--- config.mk ---
export PLATFORM = sky130hd
export DESIGN_NAME = line_rasterizer_top
export DESIGN_NICKNAME = d
export VERILOG_FILES = /design/src/design/lr_pkg.sv /design/src/design/lr_ctrl.sv /design/src/design/lr_datapath.sv /design/src/design/line_rasterizer_top.sv
export SDC_FILE = /design/constraint.sdc
export NUM_CORES = 1
export LEC_CHECK = 0
export ABC_AREA = 1
export BUFFER_PORTS_ARGS = -buffer_cell sky130_fd_sc_hd__buf_2
export CAP_MARGIN = 20
export CORE_ASPECT_RATIO = 1.25
export CORE_MARGIN = 3
export CORE_UTILIZATION = 60
export DETAILED_ROUTE_END_ITERATION = 8
export GPL_ROUTABILITY_DRIVEN = 0
export HOLD_SLACK_MARGIN = 0.15
export PLACE_DENSITY = 0.89
export SYNTH_ARGS = -nofsm -noshare
export SYNTH_HDL_FRONTEND = slang
export SYNTH_HIERARCHICAL = 1
export SYNTH_SLANG_ARGS = --single-unit
--- constraint.sdc ---
create_clock -name clock -period 8.26 [get_ports clock]
set_input_delay 0.826 -clock clock [delete_from_list [all_inputs] [get_ports clock]]
set_output_delay 0.826 -clock clock [all_outputs]
set_load 0.005 [all_outputs]
--- src/design/lr_pkg.sv ---
`timescale 1ns / 1ps
// ----------------------------------------------------------------------------
// lr_pkg: shared types and constants of the line rasterizer
// Beat payload structs, coordinate widths, controller/datapath links.
// ----------------------------------------------------------------------------
package lr_pkg;

   localparam int COORD_BITS = 6;
   localparam int FIELD_BITS = 6;
   localparam int D_BITS     = COORD_BITS + 2;

   typedef logic [COORD_BITS-1:0] coord_type;
   typedef logic signed [D_BITS-1:0] decision_type;

   typedef struct packed {
      logic [FIELD_BITS-1:0] start_x;
      logic [FIELD_BITS-1:0] start_y;
      logic [FIELD_BITS-1:0] end_x;
      logic [FIELD_BITS-1:0] end_y;
   } req_type;

   typedef struct packed {
      logic [FIELD_BITS-1:0] pixel_x;
      logic [FIELD_BITS-1:0] pixel_y;
      logic                  last_pixel;
   } rsp_type;

   typedef struct packed {
      logic load;
      logic step;
   } cmd_type;

   typedef struct packed {
      logic at_end;
   } status_type;

endpackage

--- src/design/lr_ctrl.sv ---
`timescale 1ns / 1ps
// ----------------------------------------------------------------------------
// lr_ctrl: line rasterizer controller
// Accepts a request, then steps the datapath once per free output slot.
// ----------------------------------------------------------------------------
module lr_ctrl (
   input  logic               clock,
   input  logic               reset,
   input  logic               req_valid,
   output logic               req_stall,
   output logic               rsp_valid,
   input  logic               rsp_stall,
   input  lr_pkg::status_type status,
   output lr_pkg::cmd_type    cmd
);

   localparam logic ST_IDLE = 1'b0;
   localparam logic ST_RUN  = 1'b1;

   logic state_ff, state_in;
   logic rsp_valid_ff, rsp_valid_in;
   logic emit;

   assign req_stall = (state_ff != ST_IDLE);
   assign emit      = (state_ff == ST_RUN) && (!rsp_valid_ff || !rsp_stall);
   assign cmd.load  = (state_ff == ST_IDLE) && req_valid;
   assign cmd.step  = emit;
   assign rsp_valid = rsp_valid_ff;

   always_comb begin
      state_in = state_ff;
      case (state_ff)
         ST_IDLE: begin
            if (req_valid) state_in = ST_RUN;
         end
         ST_RUN: begin
            if (emit && status.at_end) state_in = ST_IDLE;
         end
         default: state_in = ST_IDLE;
      endcase
   end

   always_comb begin
      if (emit) rsp_valid_in = 1'b1;
      else if (!rsp_stall) rsp_valid_in = 1'b0;
      else rsp_valid_in = rsp_valid_ff;
   end

   always_ff @(posedge clock) begin
      if (reset) begin
         state_ff     <= ST_IDLE;
         rsp_valid_ff <= 1'b0;
      end else begin
         state_ff     <= state_in;
         rsp_valid_ff <= rsp_valid_in;
      end
   end

endmodule

--- src/design/lr_datapath.sv ---
`timescale 1ns / 1ps
// ----------------------------------------------------------------------------
// lr_datapath: line rasterizer datapath
// Octant setup, midpoint decision step and the result beat register.
// ----------------------------------------------------------------------------
module lr_datapath (
   input  logic                clock,
   input  lr_pkg::req_type     req_data,
   output lr_pkg::rsp_type     rsp_data,
   input  lr_pkg::cmd_type     cmd,
   output lr_pkg::status_type  status
);

   lr_pkg::coord_type    raw_ax, raw_ay, raw_bx, raw_by;
   lr_pkg::coord_type    ax, ay, bx, by, dx, ady, major, minor;
   logic                 swap, dy_neg, steep;
   lr_pkg::decision_type d_init;

   lr_pkg::coord_type    x0_ff, y0_ff, major_ff, minor_ff, u_ff, v_ff;
   logic                 steep_ff, yneg_ff;
   lr_pkg::decision_type d_ff;
   lr_pkg::rsp_type      out_ff;

   lr_pkg::coord_type    px, py, ofs;
   lr_pkg::decision_type minor_ext, major_ext;
   logic                 hold_minor;

   // setup
   assign raw_ax = req_data.start_x[lr_pkg::COORD_BITS-1:0];
   assign raw_ay = req_data.start_y[lr_pkg::COORD_BITS-1:0];
   assign raw_bx = req_data.end_x[lr_pkg::COORD_BITS-1:0];
   assign raw_by = req_data.end_y[lr_pkg::COORD_BITS-1:0];

   assign swap   = raw_ax > raw_bx;
   assign ax     = swap ? raw_bx : raw_ax;
   assign ay     = swap ? raw_by : raw_ay;
   assign bx     = swap ? raw_ax : raw_bx;
   assign by     = swap ? raw_ay : raw_by;
   assign dx     = bx - ax;
   assign dy_neg = by < ay;
   assign ady    = dy_neg ? (ay - by) : (by - ay);
   assign steep  = ady > dx;
   assign major  = steep ? ady : dx;
   assign minor  = steep ? dx : ady;
   assign d_init = $signed({2'b00, minor}) - $signed({3'b000, major[lr_pkg::COORD_BITS-1:1]});

   // step
   assign minor_ext  = $signed({2'b00, minor_ff});
   assign major_ext  = $signed({2'b00, major_ff});
   assign hold_minor = d_ff[lr_pkg::D_BITS-1] || (d_ff == '0);

   assign px  = steep_ff ? (x0_ff + v_ff) : (x0_ff + u_ff);
   assign ofs = steep_ff ? u_ff : v_ff;
   assign py  = yneg_ff ? (y0_ff - ofs) : (y0_ff + ofs);

   assign status.at_end = (u_ff == major_ff);
   assign rsp_data      = out_ff;

   always_ff @(posedge clock) begin
      if (cmd.load) begin
         x0_ff    <= ax;
         y0_ff    <= ay;
         steep_ff <= steep;
         yneg_ff  <= dy_neg;
         major_ff <= major;
         minor_ff <= minor;
         d_ff     <= d_init;
         u_ff     <= '0;
         v_ff     <= '0;
      end else if (cmd.step) begin
         u_ff <= u_ff + 1'b1;
         if (hold_minor) begin
            d_ff <= d_ff + minor_ext;
         end else begin
            v_ff <= v_ff + 1'b1;
            d_ff <= d_ff + minor_ext - major_ext;
         end
      end
   end

   always_ff @(posedge clock) begin
      if (cmd.step) begin
         out_ff.pixel_x    <= lr_pkg::FIELD_BITS'(px);
         out_ff.pixel_y    <= lr_pkg::FIELD_BITS'(py);
         out_ff.last_pixel <= status.at_end;
      end
   end

endmodule

--- src/design/line_rasterizer_top.sv ---
`timescale 1ns / 1ps
// ----------------------------------------------------------------------------
// line_rasterizer_top: midpoint line rasterizer for a 64 by 64 tile
// One request beat gives two endpoints; one response beat per pixel follows,
// from the endpoint with the smaller x to the far endpoint, last_pixel set on
// the final one. Accepting a request sets up the octant; then one pixel per
// cycle follows from the single decision-value step unit while the response
// side does not stall. The next request is taken in the cycle after the last
// pixel enters the response register.
// ----------------------------------------------------------------------------
module line_rasterizer_top (
   input  logic            clock,
   input  logic            reset,
   input  logic            req_valid,
   output logic            req_stall,
   input  lr_pkg::req_type req_data,
   output logic            rsp_valid,
   input  logic            rsp_stall,
   output lr_pkg::rsp_type rsp_data
);

   lr_pkg::cmd_type    cmd;
   lr_pkg::status_type status;

   lr_ctrl u_ctrl (
      .clock     (clock),
      .reset     (reset),
      .req_valid (req_valid),
      .req_stall (req_stall),
      .rsp_valid (rsp_valid),
      .rsp_stall (rsp_stall),
      .status    (status),
      .cmd       (cmd)
   );

   lr_datapath u_datapath (
      .clock    (clock),
      .req_data (req_data),
      .rsp_data (rsp_data),
      .cmd      (cmd),
      .status   (status)
   );

endmodule
Word-level counts from Yosys, hierarchy flattened
Cells that the tools add are included.
{"block": "totals", "latchBits": 0, "ram_bits": 0, "n_memories": 0, "input_bits": 28, "register_bits": 61, "out_inout_bits": 15, "word_cells": 61, "romBits": 0}
{"block": "op_classes", "div_mod_pow": 0, "mul": 0, "n_bitwise": 2, "n_reduce_logical": 10, "n_mux": 18, "addsub": 12, "shift": 0, "n_eq_ne": 2, "n_lt_le_gt_ge": 3}
{"operator": "6-bit 2-to-1 mux", "count": 10}
{"operator": "8-bit 2-to-1 mux", "count": 3}
{"operator": "6-bit subtractor", "count": 4}
{"operator": "6-bit adder", "count": 3}
{"operator": "6-bit by 1-bit adder with 6-bit output (second input constant)", "count": 2}
{"operator": "6-bit greater-than comparator", "count": 2}
{"operator": "8-bit by 7-bit adder with 8-bit output", "count": 1}
{"operator": "8-bit logical NOT", "count": 1}
{"operator": "8-bit by 7-bit subtractor with 8-bit output", "count": 1}
{"operator": "6-bit by 5-bit subtractor with 7-bit output", "count": 1}
{"operator": "6-bit == test", "count": 1}
{"operator": "6-bit < comparator", "count": 1}
{"operator": "1-bit 2-to-1 mux", "count": 4}
{"operator": "1-bit logical AND", "count": 3}
{"operator": "1-bit logical NOT", "count": 2}
{"operator": "1-bit logical OR", "count": 2}
{"operator": "2-bit by 1-bit != test with 1-bit output (second input constant)", "count": 1}
{"operator": "1-bit inverter", "count": 2}
{"operator": "1-bit one-hot mux with 2 select lines", "count": 1}
{"operator": "2-bit AND reduction", "count": 1}
{"operator": "2-bit nonzero test", "count": 1}

Depth between registers and ports, before layout
{"block": "logic_depth", "ltp_word": 8, "ltp_mapped": 43, "depth_no_buf": 40}

Cells and area by module
Netlist, hierarchy kept.
{"module": "lr_datapath", "seq_area_each_um2": 1651.6, "cells_each": 676, "area_per_inst_um2": 5082.4, "instances": 1}
{"module": "lr_ctrl", "seq_area_each_um2": 40.0, "cells_each": 14, "area_per_inst_um2": 92.6, "instances": 1}

Worst setup path before layout
Ideal clock, no wire load.
{"block": "synth_path", "path_kind": "input-to-reg", "start": "input port req_data[8] (netlist name)", "end": "register u_datapath.d_ff[5] (data pin)", "n_path_buf": 3, "required_ns": 8.008, "slack_ns": 2.842, "setup_ns": 0.252, "t_arrival_ns": 5.166, "stages": 38, "path_cell_list": "inv_1 -> ha_1 -> nand2_2 -> nor2_4 -> nand2_2 -> nand3_4 -> nand2_4 -> buf_6 -> nand2_1 -> nand3_1 -> ha_1 -> inv_1 -> nand2_2 -> nand2_2 -> nand3_2 -> o21ai_1 -> xor2_1 -> inv_1 -> [... 2 more ...] -> nor2_1 -> o21ai_0 -> o211ai_1 -> nand2_1 -> buf_2 -> clkbuf_1 -> o21ai_0 -> ha_1 -> nand2_1 -> nor2_1 -> a211oi_1 -> nor2_1 -> nand3_1 -> nand2_1 -> nand2_1 -> nand2_1 -> nand2_1 -> nand2_1"}
{"block": "synth_via", "elab_chain_cells": 8, "elab_cells_between_ends": 15, "cone_classes": "add/sub: 4; order compare: 3; mux: 8"}
{"element": "start: declaration", "line_no": "line_rasterizer_top.sv:16", "source": "input lr_pkg::req_type req_data,"}
{"element": "6-bit greater-than comparator", "line_no": "lr_datapath.sv:34", "source": "assign swap = raw_ax > raw_bx;"}
{"element": "6-bit 2-to-1 mux (on tied branches)", "line_no": "lr_datapath.sv:38, lr_datapath.sv:36"}
{"element": "6-bit subtractor / 6-bit < comparator (equally long branches)", "line_no": "lr_datapath.sv:41, lr_datapath.sv:40"}
{"element": "6-bit 2-to-1 mux", "line_no": "lr_datapath.sv:41", "source": "assign ady = dy_neg ? (ay - by) : (by - ay);"}
{"element": "6-bit greater-than comparator", "line_no": "lr_datapath.sv:42", "source": "assign steep = ady > dx;"}
{"element": "6-bit 2-to-1 mux (*)", "line_no": "lr_datapath.sv:44", "source": "assign minor = steep ? dx : ady;"}
{"element": "named net u_datapath.minor[2]", "line_no": "lr_datapath.sv:15", "source": "lr_pkg::coord_type ax, ay, bx, by, dx, ady, major, minor;"}
{"element": "6-bit by 5-bit subtractor with 7-bit output (*)", "line_no": "lr_datapath.sv:45", "source": "assign d_init = $signed({2'b00, minor}) - $signed({3'b000, major[lr_pkg::COORD_BITS-1:1]});"}
{"element": "8-bit 2-to-1 mux (*)", "line_no": "lr_datapath.sv:60", "source": "if (cmd.load) begin"}
{"element": "end signal: assignment", "line_no": "lr_datapath.sv:67", "source": "d_ff <= d_init;"}
{"element": "end signal: assignment", "line_no": "lr_datapath.sv:73", "source": "d_ff <= d_ff + minor_ext;"}
{"element": "end signal: assignment", "line_no": "lr_datapath.sv:76", "source": "d_ff <= d_ff + minor_ext - major_ext;"}
{"element": "end: declaration", "line_no": "lr_datapath.sv:21", "source": "lr_pkg::decision_type d_ff;"}
Mark *: on every way through the listed nets, which the timed path passes. The rest lies on a longest branch.
A chain may end at the register's enable or synchronous reset.

Worst setup path in the final report
{"block": "layout_path", "start": "input port req_data[9] (netlist name)", "end": "register u_datapath.d_ff[7] (data pin)"}
{"block": "layout_via", "elab_chain_cells": 8, "elab_cells_between_ends": 15, "cone_classes": "add/sub: 4; order compare: 3; mux: 8"}
{"element": "6-bit greater-than comparator", "line_no": "lr_datapath.sv:34"}
{"element": "6-bit 2-to-1 mux (on tied branches)", "line_no": "lr_datapath.sv:38, lr_datapath.sv:36"}
{"element": "6-bit subtractor / 6-bit < comparator (equally long branches)", "line_no": "lr_datapath.sv:41, lr_datapath.sv:40"}
{"element": "6-bit 2-to-1 mux", "line_no": "lr_datapath.sv:41"}
{"element": "6-bit greater-than comparator (*)", "line_no": "lr_datapath.sv:42"}
{"element": "named net u_datapath.steep", "line_no": "lr_datapath.sv:16", "source": "logic swap, dy_neg, steep;"}
{"element": "6-bit 2-to-1 mux (*)", "line_no": "lr_datapath.sv:43", "source": "assign major = steep ? ady : dx;"}
{"element": "named net u_datapath.major[1]", "line_no": "lr_datapath.sv:15"}
{"element": "6-bit by 5-bit subtractor with 7-bit output (*)", "line_no": "lr_datapath.sv:45"}
{"element": "8-bit 2-to-1 mux (*)", "line_no": "lr_datapath.sv:60"}
Marked as above.

==> run summary <==
Most common flop cell mapped by yosys -> edfxtp_1
Netlist cell types -> 49
Synth top area cells -> edfxtp_1, nand2_1, ha_1, inv_1, dfxtp_1
Initial DRC Count -> 227
Vias per Instance -> 5.604
Final setup viols -> 0
Reg2reg path depth -> 16
PostCTS Resize Cnt -> 0
Yosys warns -> 6
Post-synthesis sequential area ratio -> 32.69%
Overall routing resource usage -> 24.71%
Setup slack, reg-to-reg -> 5.30 ns
Synth Register Bits -> 61
Post-Route Utilization -> 67.48%
Reg clk slew, reported paths -> 0.06 ns
Die height -> 109.8 microns
PD cells -> 335.3 nW/um^2
RSZ-0062 raised after global routing -> false
Antenna violations before repair -> 0
Drt wl/cell -> 13.52 microns
DR DRC count -> 0
Mux cell area share after synthesis -> 0%
Slew margin rel. -> 59.82%
Die width -> 89.07 microns
CP max-delay cell -> nand2_1
Peak supply drop -> 0.0001395 V
# rows -> 37
Critical Path Sink -> u_datapath/d_ff[7]$_DFFE_PP_
Ant diodes -> 0
Max Fclk -> 162.6 MHz
Crit path max fanout -> 27
Max_cap viols -> 0
Clk buf depth -> 2
Vias -> 4696
Clk_lat worst skew -> 0.33 ns
Die footprint -> 9782 sq um
Status -> complete, no violations
CP endpoint kind -> flip-flop
Pwr Total -> 1886 uW
Worst Setup Path Type -> input pin to flip-flop
Share of cells above drive strength 1 -> 14.57%
Multi-input logic area -> 2968 sq um
Total Wirelength -> 11.33 mm
Setup Fix Bufs, Post-CTS -> 0
WP data required -> 8.35 ns
Synth-to-Final Area Change -> 8.656%
Crit path from -> req_data[9]
Main combinational cell family by area after synthesis -> simple AND/OR/NAND/NOR gates
Worst flop-to-flop path startpoint -> u_datapath/d_ff[0]$_DFFE_PP_
Synth Area in Simple Gates -> 27.76%
Io pins -> 43
Detailed Place HPWL -> 9.149 mm
Final Instance Count excl. Fillers -> 838
Leading area contributor after synthesis -> edfxtp_1
CTS tree -> yes
Cells after Synth -> 690
Largest stage delay on the critical path -> 0.47 ns
Fillers -> 652
Port Buffers -> 42
Final Cycle Share -> 74.44%
Htree depth -> 3
First-pass GRT wire length -> 18.91 mm
Num CTS Buffers -> 9
CP arrival -> 6.24 ns
Min-Delay Path Class -> flip-flop to flip-flop
Top-area cell type share of the netlist area -> 27.27%
Synth cell count leaders -> nand2_1, inv_1, nand3_1
Ys async rst share -> 0%
Nets -> 813
Reg area -> 1692 sq um
Worst flop-to-flop path endpoint -> u_datapath/d_ff[7]$_DFFE_PP_
CTS root buf -> clkbuf_8
Actual slew at the worst max-slew pin -> 0.6013 ns
Clock period minus worst slack -> 6.149 ns
Crit path launch type -> input pin
Drt pass-1 iters -> 5
Hold buffer count at cts -> 0
Pre-CTS setup slack -> 1.936 ns
TritonCTS Sinks -> 61
Post-Synth XOR/XNOR Area -> 4.739%
Count of final hold-check violations -> 0
Post-Syn Area per Cell -> 7.500 sq um
Most frequent cell after synthesis -> nand2_1
Vias in the first global route -> 4486
GR Overflow Total -> 0
Post-synth EDFFs -> 47
Post-route ant nets -> 0
Compound-Gate Fraction of Synth Area -> 12.23%
PnR worst setup slack -> 2.111 ns
Post-synth design cell area -> 5175 sq um
Largest net degree at the start of global routing -> 39
Core area -> 8333 sq um
Pleak -> 0.002828 uW
Clk_skew -> 0.004910 ns
Fin Setup TNS -> 0 ns
Initial cell density of the core -> 62.10%
Final Max Tran Viols -> 0
Placed insts -> 822
Mapped Nets -> 767
Post-synthesis adder-cell area fraction -> 12.57%
Most used cell, CP -> nand2_1
==> layer usage <==
metal	vias to the layer above	routed length, microns	global-route usage (%)
met2	168	5734	43.90
met3	50	542	4.048
met5	-	0	0
met1	2126	4517	27.23
li1	2352	-	-
met4	0	539	14.57
==> state kept, by name (all words and copies together) (netlist names) <==
name	count
u_datapath/steep_ff	1
u_datapath/major_ff	6
u_datapath/minor_ff	6
u_ctrl/req_stall	1
u_datapath/u_ff	6
u_datapath/v_ff	6
u_datapath/x0_ff	6
u_datapath/d_ff	8
u_datapath/rsp_data	13
u_ctrl/rsp_valid	1
u_datapath/y0_ff	6
u_datapath/yneg_ff	1
==> cells by family after synthesis <==
kind of cell,after synthesis
buffers and inverters,130
adders and majority gates,49
DFF,61
and+or+nand+nor,313
AOI/OAI and AO/OA,109
xor gates and xnor gates,28
==> worst min-delay path by stage <==
| stage | start | end | slack [ns] | cells past startpoint |
|---|---|---|---|---|
| floorplan | u_ctrl/rsp_valid$_SDFFE_PP0P_ | u_ctrl/rsp_valid$_SDFFE_PP0P_ | 0.48 | 2 |
| global placement | u_ctrl/rsp_valid$_SDFFE_PP0P_ | u_ctrl/rsp_valid$_SDFFE_PP0P_ | 0.47 | 2 |
| detailed placement | u_ctrl/rsp_valid$_SDFFE_PP0P_ | u_ctrl/rsp_valid$_SDFFE_PP0P_ | 0.49 | 2 |
| CTS | u_ctrl/rsp_valid$_SDFFE_PP0P_ | u_ctrl/rsp_valid$_SDFFE_PP0P_ | 0.50 | 2 |
| global route | u_ctrl/rsp_valid$_SDFFE_PP0P_ | u_ctrl/rsp_valid$_SDFFE_PP0P_ | 0.56 | 2 |
| finish | u_ctrl/rsp_valid$_SDFFE_PP0P_ | u_ctrl/rsp_valid$_SDFFE_PP0P_ | 0.50 | 2 |
==> power breakdown <==
part,internal (uW),switching [uW],total [uW],leakage [uW]
Combinational,440,727,1170,0.00218
Clock,116,105,221,0.0000844
Sequential,452,44.7,496,0.000566
Total,1010,877,1890,0.00283
==> worst max-delay path: cells and delay by family <==
family / cells / cell delay (ns)
AO/OA/AOI/OAI: 6 / 0.70
AND/OR/NAND/NOR: 18 / 2.48
buffers and inverters: 4 / 0.66
adder cells (fa/ha/maj): 5 / 1.52
==> cell type report <==
type,instances,share of cell area (%)
clock buffers,14,2.715
repair buffers,44,4.005
inverters,121,8.077
well taps,97,2.158
flip-flops and latches,61,30.08
clock inverters,2,0.1780
multi-input cells,499,52.78
==> placed cells by master (no fill, tap or decap), types with 4 or more instances in the layout <==
cell and n:
clkbuf_8 10, fa_1 5, o21ai_0 44, edfxtp_1 47, nor2_1 34, o21ai_1 6
nand3_1 49, nor3_1 9, nor4_1 4, nand2_2 20, dfxtp_1 14, o21ai_2 4
xnor2_1 7, xor2_1 21, nand2_1 172, inv_2 7, buf_2 42, inv_1 113
a21oi_1 33, ha_1 44, clkbuf_1 4, nand4_1 4
==> through the flow <==
step	hold slack [ns]	area, sq um
after floorplan	0.4765	5175
after global placement	0.4720	5460
after detailed placement	0.4917	5460
after CTS	0.5007	5623
after global routing	0.5575	5623
final	0.4971	5623
Power figures use the tool's default switching activity.
